$ cat src/hdl/mco_pkg.sv
// shared types and constants for the matrix chain order block
// used by mco_ctrl, mco_dpath and matrix_chain_order_dp_top
`timescale 1ns / 1ps

package mco_pkg;

  localparam int DIM_W    = 16;
  localparam int COST_W   = 52;
  localparam int PROD_W   = 48;
  localparam int SPLIT_W  = 4;
  localparam int TSPLIT_W = 5;
  localparam int COUNT_W  = 5;
  localparam int STATUS_W = 2;

  localparam logic [COST_W-1:0] COST_MAX = {COST_W{1'b1}};

  localparam logic [STATUS_W-1:0] ST_OK       = 2'd0;
  localparam logic [STATUS_W-1:0] ST_TOO_MANY = 2'd1;
  localparam logic [STATUS_W-1:0] ST_TOO_FEW  = 2'd2;
  localparam logic [STATUS_W-1:0] ST_SAT      = 2'd3;

  // datapath operation issued by the controller each cycle
  typedef enum logic [2:0] {
    OP_NONE,
    OP_RD_PI,
    OP_RD_PJ,
    OP_K_STEP,
    OP_RD_FINAL
  } mco_op_t;

  typedef enum logic [1:0] {
    RES_NORMAL,
    RES_OVERFLOW,
    RES_FEW
  } mco_res_t;

  typedef struct packed {
    mco_op_t  op;
    logic     k_first;
    logic     k_last;
    logic     diag_wr;
    logic     dim_wr;
    logic     res_ld;
    mco_res_t res_kind;
  } mco_cmd_t;

  typedef struct packed {
    logic cell_done;
  } mco_sts_t;

endpackage

$ cat src/hdl/mco_ctrl.sv
// controller: input/output handshake, load counting and the sequencer that
// walks chain length, start row and split point; uses mco_pkg
`timescale 1ns / 1ps

module mco_ctrl
  import mco_pkg::*;
#(
  parameter int MAX_MATRICES = 16
) (
  input  logic                                     clk,
  input  logic                                     rst_n,
  input  logic                                     in_tvalid,
  output logic                                     in_tready,
  input  logic                                     in_tlast,
  output logic                                     out_tvalid,
  input  logic                                     out_tready,
  output mco_cmd_t                                 cmd,
  input  mco_sts_t                                 sts,
  output logic [$clog2(MAX_MATRICES+1)-1:0]        dim_waddr,
  output logic [$clog2(MAX_MATRICES+1)-1:0]        dim_raddr,
  output logic [$clog2(MAX_MATRICES*MAX_MATRICES)-1:0] cost_raddr_a,
  output logic [$clog2(MAX_MATRICES*MAX_MATRICES)-1:0] cost_raddr_b,
  output logic [$clog2(MAX_MATRICES*MAX_MATRICES)-1:0] cell_addr,
  output logic [SPLIT_W-1:0]                       split_k,
  output logic [COUNT_W-1:0]                       res_count
);

  localparam int NDIM = MAX_MATRICES + 1;
  localparam int LW   = $clog2(NDIM + 1);
  localparam int NW   = $clog2(MAX_MATRICES + 1);
  localparam int IW   = $clog2(MAX_MATRICES);
  localparam int DAW  = $clog2(NDIM);
  localparam int AW   = $clog2(MAX_MATRICES * MAX_MATRICES);
  localparam logic [AW-1:0] M_A = AW'(MAX_MATRICES);

  typedef enum logic [2:0] {
    S_LOAD,
    S_DIAG,
    S_CELL_PI,
    S_CELL_PJ,
    S_K_ISSUE,
    S_CELL_WAIT,
    S_FINAL_RD,
    S_EMIT
  } state_t;

  state_t          st_r;
  logic [LW-1:0]   load_cnt_r;
  logic            ovf_r;
  logic [NW-1:0]   n_r;
  logic [IW-1:0]   span_r;
  logic [IW-1:0]   i0_r;
  logic [IW-1:0]   k0_r;
  mco_res_t        res_kind_r;
  logic            out_valid_r;

  logic            in_acc;
  logic            room;
  logic [LW-1:0]   lc_nxt;
  logic            ovf_nxt;
  logic            out_free;
  logic [IW-1:0]   j0;
  logic [IW-1:0]   k0_p1;
  logic [NW-1:0]   n_m1;
  logic            i_end;
  logic            j_end;
  logic            span_end;
  logic [AW-1:0]   k_addr_a;
  logic [IW+SPLIT_W-1:0] k_ext;
  logic [NW+COUNT_W-1:0] n_ext;

  assign in_tready  = (st_r == S_LOAD);
  assign out_tvalid = out_valid_r;
  assign in_acc     = in_tvalid && in_tready;
  assign out_free   = !out_valid_r || out_tready;

  // dimensions past the store depth are dropped and flagged
  assign room    = (load_cnt_r < LW'(NDIM));
  assign lc_nxt  = load_cnt_r + LW'(room);
  assign ovf_nxt = ovf_r || !room;

  assign j0       = i0_r + span_r;
  assign k0_p1    = k0_r + IW'(1);
  assign n_m1     = n_r - NW'(1);
  assign i_end    = (NW'(i0_r) == n_m1);
  assign j_end    = (NW'(j0) == n_m1);
  assign span_end = (NW'(span_r) == n_m1);

  assign cell_addr    = AW'(i0_r) * M_A + AW'(j0);
  assign k_addr_a     = AW'(i0_r) * M_A + AW'(k0_r);
  assign cost_raddr_a = (st_r == S_FINAL_RD) ? cell_addr : k_addr_a;
  assign cost_raddr_b = AW'(k0_p1) * M_A + AW'(j0);
  assign dim_waddr    = load_cnt_r[DAW-1:0];

  // split point is stored 1-based, low four bits only
  assign k_ext   = (IW+SPLIT_W)'(k0_r) + (IW+SPLIT_W)'(1);
  assign split_k = k_ext[SPLIT_W-1:0];

  assign n_ext = (NW+COUNT_W)'(n_r);

  always_comb begin
    unique case (res_kind_r)
      RES_NORMAL:   res_count = n_ext[COUNT_W-1:0];
      RES_OVERFLOW: res_count = COUNT_W'(MAX_MATRICES);
      RES_FEW:      res_count = '0;
      default:      res_count = '0;
    endcase
  end

  always_comb begin
    unique case (st_r)
      S_CELL_PI: dim_raddr = DAW'(i0_r);
      S_CELL_PJ: dim_raddr = DAW'(j0) + DAW'(1);
      S_K_ISSUE: dim_raddr = DAW'(k0_p1);
      default:   dim_raddr = '0;
    endcase
  end

  always_comb begin
    cmd          = '0;
    cmd.op       = OP_NONE;
    cmd.res_kind = res_kind_r;
    unique case (st_r)
      S_LOAD:      cmd.dim_wr = in_acc && room;
      S_DIAG:      cmd.diag_wr = 1'b1;
      S_CELL_PI:   cmd.op = OP_RD_PI;
      S_CELL_PJ:   cmd.op = OP_RD_PJ;
      S_K_ISSUE: begin
        cmd.op      = OP_K_STEP;
        cmd.k_first = (k0_r == i0_r);
        cmd.k_last  = (k0_p1 == j0);
      end
      S_CELL_WAIT: cmd.op = OP_NONE;
      S_FINAL_RD:  cmd.op = OP_RD_FINAL;
      S_EMIT:      cmd.res_ld = out_free;
      default:     cmd.op = OP_NONE;
    endcase
  end

  always_ff @(posedge clk) begin
    if (!rst_n) begin
      st_r        <= S_LOAD;
      load_cnt_r  <= '0;
      ovf_r       <= 1'b0;
      n_r         <= '0;
      span_r      <= '0;
      i0_r        <= '0;
      k0_r        <= '0;
      res_kind_r  <= RES_NORMAL;
      out_valid_r <= 1'b0;
    end else begin
      if (out_valid_r && out_tready) begin
        out_valid_r <= 1'b0;
      end
      unique case (st_r)
        S_LOAD: begin
          if (in_acc) begin
            load_cnt_r <= lc_nxt;
            ovf_r      <= ovf_nxt;
            if (in_tlast) begin
              priority if (ovf_nxt) begin
                res_kind_r <= RES_OVERFLOW;
                st_r       <= S_EMIT;
              end else if (lc_nxt < LW'(2)) begin
                res_kind_r <= RES_FEW;
                st_r       <= S_EMIT;
              end else begin
                res_kind_r <= RES_NORMAL;
                n_r        <= NW'(lc_nxt - LW'(1));
                i0_r       <= '0;
                span_r     <= '0;
                st_r       <= S_DIAG;
              end
            end
          end
        end
        S_DIAG: begin
          if (i_end) begin
            i0_r <= '0;
            if (n_r == NW'(1)) begin
              st_r <= S_FINAL_RD;
            end else begin
              span_r <= IW'(1);
              st_r   <= S_CELL_PI;
            end
          end else begin
            i0_r <= i0_r + IW'(1);
          end
        end
        S_CELL_PI: begin
          k0_r <= i0_r;
          st_r <= S_CELL_PJ;
        end
        S_CELL_PJ: begin
          st_r <= S_K_ISSUE;
        end
        S_K_ISSUE: begin
          if (k0_p1 == j0) begin
            st_r <= S_CELL_WAIT;
          end else begin
            k0_r <= k0_p1;
          end
        end
        S_CELL_WAIT: begin
          if (sts.cell_done) begin
            if (j_end) begin
              if (span_end) begin
                st_r <= S_FINAL_RD;
              end else begin
                span_r <= span_r + IW'(1);
                i0_r   <= '0;
                st_r   <= S_CELL_PI;
              end
            end else begin
              i0_r <= i0_r + IW'(1);
              st_r <= S_CELL_PI;
            end
          end
        end
        S_FINAL_RD: begin
          st_r <= S_EMIT;
        end
        S_EMIT: begin
          if (out_free) begin
            out_valid_r <= 1'b1;
            load_cnt_r  <= '0;
            ovf_r       <= 1'b0;
            st_r        <= S_LOAD;
          end
        end
        default: begin
          st_r <= S_LOAD;
        end
      endcase
    end
  end

  a_res_shows: assert property (@(posedge clk) disable iff (!rst_n)
    cmd.res_ld |=> out_tvalid)
    else $error("result loaded but not presented");

  a_k_range: assert property (@(posedge clk) disable iff (!rst_n)
    (st_r == S_K_ISSUE) |-> ((k0_r >= i0_r) && (k0_r < j0)))
    else $error("split point outside its sub-chain");

  a_done_in_wait: assert property (@(posedge clk) disable iff (!rst_n)
    sts.cell_done |-> (st_r == S_CELL_WAIT))
    else $error("cell completion outside wait state");

  a_last_stops_in: assert property (@(posedge clk) disable iff (!rst_n)
    (in_acc && in_tlast) |=> !in_tready)
    else $error("input taken while a chain is being solved");

endmodule

$ cat config.mk
export PLATFORM = sky130hd
export DESIGN_NAME = mco_ctrl
export DESIGN_NICKNAME = d
export VERILOG_FILES = /design/src/hdl/mco_pkg.sv /design/src/hdl/mco_ctrl.sv
export SDC_FILE = /design/constraint.sdc
export NUM_CORES = 1
export LEC_CHECK = 0
export BUFFER_PORTS_ARGS = -buffer_cell sky130_fd_sc_hd__buf_2
export CORE_MARGIN = 5
export CORE_UTILIZATION = 55
export CTS_CLUSTER_DIAMETER = 80
export DETAILED_ROUTE_END_ITERATION = 8
export GPL_TIMING_DRIVEN = 0
export HOLD_SLACK_MARGIN = 0.12
export PLACE_DENSITY = 0.89
export SYNTH_ARGS = -nofsm -noshare
export SYNTH_HDL_FRONTEND = slang
export SYNTH_SLANG_ARGS = --single-unit
$ cat constraint.sdc
create_clock -name clk -period 3.06 [get_ports clk]
set_input_delay 0.306 -clock clk [delete_from_list [all_inputs] [get_ports clk]]
set_output_delay 0.306 -clock clk [all_outputs]
set_load 0.02 [all_outputs]
* Word level (Yosys, flattened, before mapping)
Index checks and enable logic that the tools add are counted.
** Cells by class
- Magnitude comparators :: 2
- Equal/unequal tests :: 27
- Divide/modulo/power cells :: 0
- Multipliers :: 0
- Add/subtract/negate cells :: 12
- Mux-type cells :: 48
- Shift operators :: 0
- Reductions and logical operators :: 19
- Bitwise gates (word level) :: 2
** Operator list (number)
- $mux W4 :: 14
- $mux W3 :: 11
- $add A8 B4 Y8 :: 3
- $pmux W3 S8 :: 1
- $pmux W4 S3 :: 2
- $ne A2 B2 Y1 const B :: 10
- $pmux W5 S2 :: 2
- $add A4 B1 Y4 const B :: 4
- $eq A4 B5 Y1 :: 3
- $pmux W5 S3 :: 1
- $eq A3 B3 Y1 const B :: 4
- $pmux W3 S4 :: 1
- $mux W5 :: 2
- $reduce_and A10 Y1 :: 1
- $sub A5 B1 Y5 const B :: 2
- $eq A4 B4 Y1 :: 2
- $mux W1 :: 8
- $mux W8 :: 1
- $pmux W4 S2 :: 1
- $reduce_and A7 Y1 :: 1
- $eq A3 B2 Y1 const B :: 2
- $mux W2 :: 3
- $reduce_and A3 Y1 :: 2
- $reduce_and A6 Y1 :: 1
- 21 further kinds :: 28
** Word-level totals
- Output and inout port bits :: 55
- Flip-flop bits (word level) :: 29
- Word-level logic and storage cells :: 119
- Memories kept :: 0
- ROM bits :: 0
- Memory bits (writable) :: 0
- Bits in latches :: 0

* Logic depth before layout (Yosys ltp)
- Word-level depth :: 8
- Gate-level depth with buffers :: 11

* Worst setup path after synthesis
Ideal clock, no wire load.
- Kind :: reg2reg
- Start :: register i0_r[0]
- End :: register span_r[2]
- Data arrival time :: 2.793 ns
- Buffers on the path :: 0
- Library setup time :: 0.117 ns
- Slack :: 0.149 ns
- Clock period less this slack :: 2.911 ns
- Stages on the path, launching flop included :: 11
- Cell sequence :: dfxtp_1 ha_1 fa_1 xnor2_1 inv_2 xnor2_1 nor3_1 a31oi_2 nor4b_4 o21ai_0 a32o_1
** On the way
- Word-level cells in the longest chain between the ends :: 4
- Elaborated cells between the ends (all ways) :: 6
- Classes of those cells :: 1 x add/sub; 4 x eq/ne; 1 x reduce/logical
** RTL lines
- start, declared :: RTL line mco_ctrl.sv:52 : logic [IW-1:0] i0_r;
- start signal, assigned :: RTL line mco_ctrl.sv:187 : i0_r <= i0_r + IW'(1);
- start signal, assigned :: RTL line mco_ctrl.sv:215 : i0_r <= i0_r + IW'(1);
- $add A4 B4 Y4 :: RTL line mco_ctrl.sv:82 : assign j0 = i0_r + span_r;
- $eq A4 B5 Y1 :: RTL line mco_ctrl.sv:86 : assign j_end = (NW'(j0) == n_m1);
- $ne A2 B2 Y1 (no line)
- $reduce_and A10 Y1 (no line) *
- end signal, assigned :: RTL line mco_ctrl.sv:210 : span_r <= span_r + IW'(1);
- end, declared :: RTL line mco_ctrl.sv:51 : logic [IW-1:0] span_r;
Every way passes the cells marked *; elsewhere a longest branch is shown, timed or not.
A chain may end at the register's enable or synchronous reset.

* Final worst setup path
- Start :: register span_r[0]
- End :: register span_r[1]
** On the way
- Word-level cells in the longest chain between the ends :: 5
- Elaborated cells between the ends (all ways) :: 11
- Classes of those cells :: 2 x add/sub; 4 x eq/ne; 4 x mux; 1 x reduce/logical
** RTL lines
- branches (longest 5 deep; another with $add A4 B4 Y4)
Parallel ways; which one is timed is not known. The select of a mux whose other input is x is not followed.

==> qor.csv <==
stage;metric;value;unit
power;Lkg Pwr;1.44;nW
min_path;hold crit path type;input pin to flop;
drt;first-pass iteration count of the detailed router;5;
finish;Area Growth Syn to Fin;19.7;%
logic_synthesis;Post-synth EDFFs;0;
run;Max-cap violations;0;
sta;Final setup violation count;0;
clock_tree;TritonCTS Buffers;5;
setup_path;WS Path Type;flop to flop;
global_routing;vias in the first global route;2452;
floorplanning;Die Height;78.4;um
setup_path;Crit. End Element;flop;
drt;iteration-0 DRC count of the detailed router;206;
drt;Post-DRT Antenna Nets;0;
clock_tree;H-Tree Depth;2;
logic_synthesis;top cells by count, synth;nor2_1 (36), dfxtp_1 (29), xnor2_1 (26);
sta;Final Critical Period;2.92;ns
drt;Via density;5.73;
clock_tree;clk sinks;29;
power;Net Switching;913;uW
clock_tree;Root Buffer;clkbuf_8;
power;share of power burned in registers;0.234;
sta;Slew Viols, Final;0;
sta;max_slew headroom;0.586;
logic_synthesis;synth unique cells;59;
power;Comb power frac;0.554;
sta;Layout Skew;0.00551;ns
floorplanning;row count;24;
logic_synthesis;Mapped Cells;328;
logic_synthesis;Mean Syn Cell Area;7.85;um2
logic_synthesis;Synth area leaders;dfxtp_1 (23%), xnor2_1 (8.8%), ha_1 (5.3%);
clock_tree;Clock Path Buffers;2;
clock_tree;clock input transition at the sequential cells of the worst setup and hold paths;0.07;ns
clock_tree;TritonCTS clock tree;yes;
sta;Final Hold Fails;0;
power;worst vdd ir;0.543;mV
logic_synthesis;synthesized area;2570;um2
setup_path;WP data required;3.24;ns
setup_path;CP startpoint kind;flop;
drt;vias;2574;
placement;Port Buffers;59;
power;pwr dens;656;nW/um2
sta;period utilization;0.953;
setup_path;critical path arrival;3.10;ns
logic_synthesis;most common cell in the synthesized netlist;nor2_1;
logic_synthesis;Synth Warn #;0;
finish;nets@finish;414;
sta;Min Hold Slack;0.370;ns
finish;# fillers;371;
logic_synthesis;Top FF cell, synth;dfxtp_1;
power;clock share of power;0.213;
floorplanning;Initial Utilization;0.579;
placement;GP Congestion;0.929;
finish;Finished Cell Area;3080;um2
sta;Worst-Margin Slew;0.618;ns
finish;Antenna Cells;0;
floorplanning;IO Pins;61;
power;P_int;1.11;mW
power;switching share of power;0.451;
logic_synthesis;Async SR Flop Fraction;0;
floorplanning;Die Wd;78.4;um
finish;FF+latch area;581;um2
logic_synthesis;syn_nets;346;
global_routing;antenna violations before repair;0;
logic_synthesis;Seq cells post-synth;29;
clock_tree;clk_lat worst skew;0.29;ns
setup_path;worst-path fanout max;6;
finish;multi-input logic area;1750;um2
finish;layout cells sized above 1;0.275;
sta;fmax;343;MHz
global_routing;GR Overflow Total;0;
finish;Core Util, Final;0.693;
logic_synthesis;sequential element share of the synthesized area;0.226;
global_routing;total track usage;0.227;
drt;detailed-route wire length per cell;14.9;um
sta;RSZ-0062 raised after global routing;no;
drt;# DRC;0;
global_routing;global-route wire length before repair;11.3;mm
drt;DRT Wirelength;6.69;mm
global_routing;pin count of the biggest net entering global routing;11;
outcome;status;finished, final reports clean;
placement;Post-DP Area;2930;um2
logic_synthesis;Synth area leader;dfxtp_1;
logic_synthesis;Yosys top cell area share;0.226;
floorplanning;Die ar.;6150;um2
floorplanning;core area;4440;um2
placement;post-DP HPWL;5.06;mm
==> area by class of cell <==
| type | instances | share of cell area |
|---|---|---|
| repair buffers | 61 | 0.101 |
| multi-input cells | 251 | 0.568 |
| clock inverters | 2 | 0.0122 |
| plain buffers | 31 | 0.0617 |
| flip-flops and latches | 29 | 0.188 |
| well taps | 52 | 0.0211 |
| clock buffers | 6 | 0.0268 |
| inverters | 17 | 0.0207 |
==> worst max-delay path: stages, from the launching register on <==
cell and delay [ns]:
dfxtp_1 0.38, ha_1 0.25, fa_1 0.42, xnor2_2 0.23, inv_2 0.10, xnor2_1 0.14, nor3_2 0.26, a31oi_2 0.16
nor4b_4 0.40, buf_4 0.19, mux2i_1 0.21, nor2_1 0.06
==> power by group through the flow <==
stage	registers, mW	logic (mW)	clock network, mW
6_report	0.473	1.12	0.430
5_1_grt	0.479	1.22	0.455
4_1_cts	0.471	1.10	0.435
3_5_place_dp	0.479	1.09	0
3_3_place_gp	0.479	1.06	0
2_1_floorplan	0.485	0.814	0
==> what timing repair did <==
action,4_1_cts,5_1_grt
gates resized for setup,1,1
buffers inserted,0,2
pin swaps,0,2
hold buffers,0,0
endpoints found under the setup margin,2,3
==> kinds of logic (layout without fill, tap and decap cells) <==
logic type	after synthesis	after routing	share of synthesized area
DFF	29	29	0.226
xor gates and xnor gates	39	39	0.147
buffers and inverters	48	117	0.0987
adders and majority gates	12	12	0.0613
muxes	8	8	0.0321
AOI/OAI and AO/OA	68	68	0.174
and+or+nand+nor	124	124	0.262
==> layout by cell type, fill, tap and decap left out, types with 3 or more instances in the layout <==
cell type  synthesis  final
xor2_1            10     10
nor2_1            36     36
a31oi_1            5      5
and2_1             5      5
nor3b_1            3      3
o21a_1             3      3
nand4_1            4      4
a21oi_1           20     20
buf_2              5     64
a21o_1             3      3
a211oi_1           3      3
ha_1              11     11
o22ai_1            3      3
dfxtp_1           29     29
xnor2_1           26     25
clkbuf_8           0      6
nand2b_1           4      4
buf_4             14     16
nor3_1            11     10
nor2b_1            5      5
nand3b_1           4      4
inv_1             15     15
nand2_1           21     21
mux2i_1            6      6
o21ai_0           16     16
clkbuf_1           9      9
nand3_1           12     12
==> metrics by stage <==
step           power [mW]  TNS, ns  setup WS [ns]  std cells
3_3_place_gp         1.54  -0.0131       -0.00928        439
5_1_grt              2.15        0         0.0191        449
4_1_cts              2.00        0         0.0668        447
2_1_floorplan        1.30        0          0.149        328
6_report             2.02        0          0.143        449
3_5_place_dp         1.56  -0.0393        -0.0215        439
==> sequential cells by signal (all words and copies together) (netlist names), 2 cells and up <==
| signal | count |
|---|---|
| st_r | 3 |
| span_r | 4 |
| res_kind_r | 2 |
| k0_r | 4 |
| dim_waddr | 5 |
| i0_r | 4 |
| n_r | 5 |
==> final timing paths <==
kind,cells after the start,startpoint,slack [ns],to
max,11,span_r[0],0.14,span_r[1]
min,3,out_tready,0.37,out_tvalid
max reg2reg,11,span_r[0],0.14,span_r[1]
min reg2reg,2,ovf_r,0.53,ovf_r
==> layer usage <==
metal / share of wire / up-vias / global-route usage
met1: 0.44 / 1210 / 0.282
met2: 0.48 / 86 / 0.378
met3: 0.061 / 18 / 0.0641
met5: 0 / - / 0
li1: - / 1260 / -
met4: 0.019 / 0 / 0.0787
(Power assumes the default switching activity.)
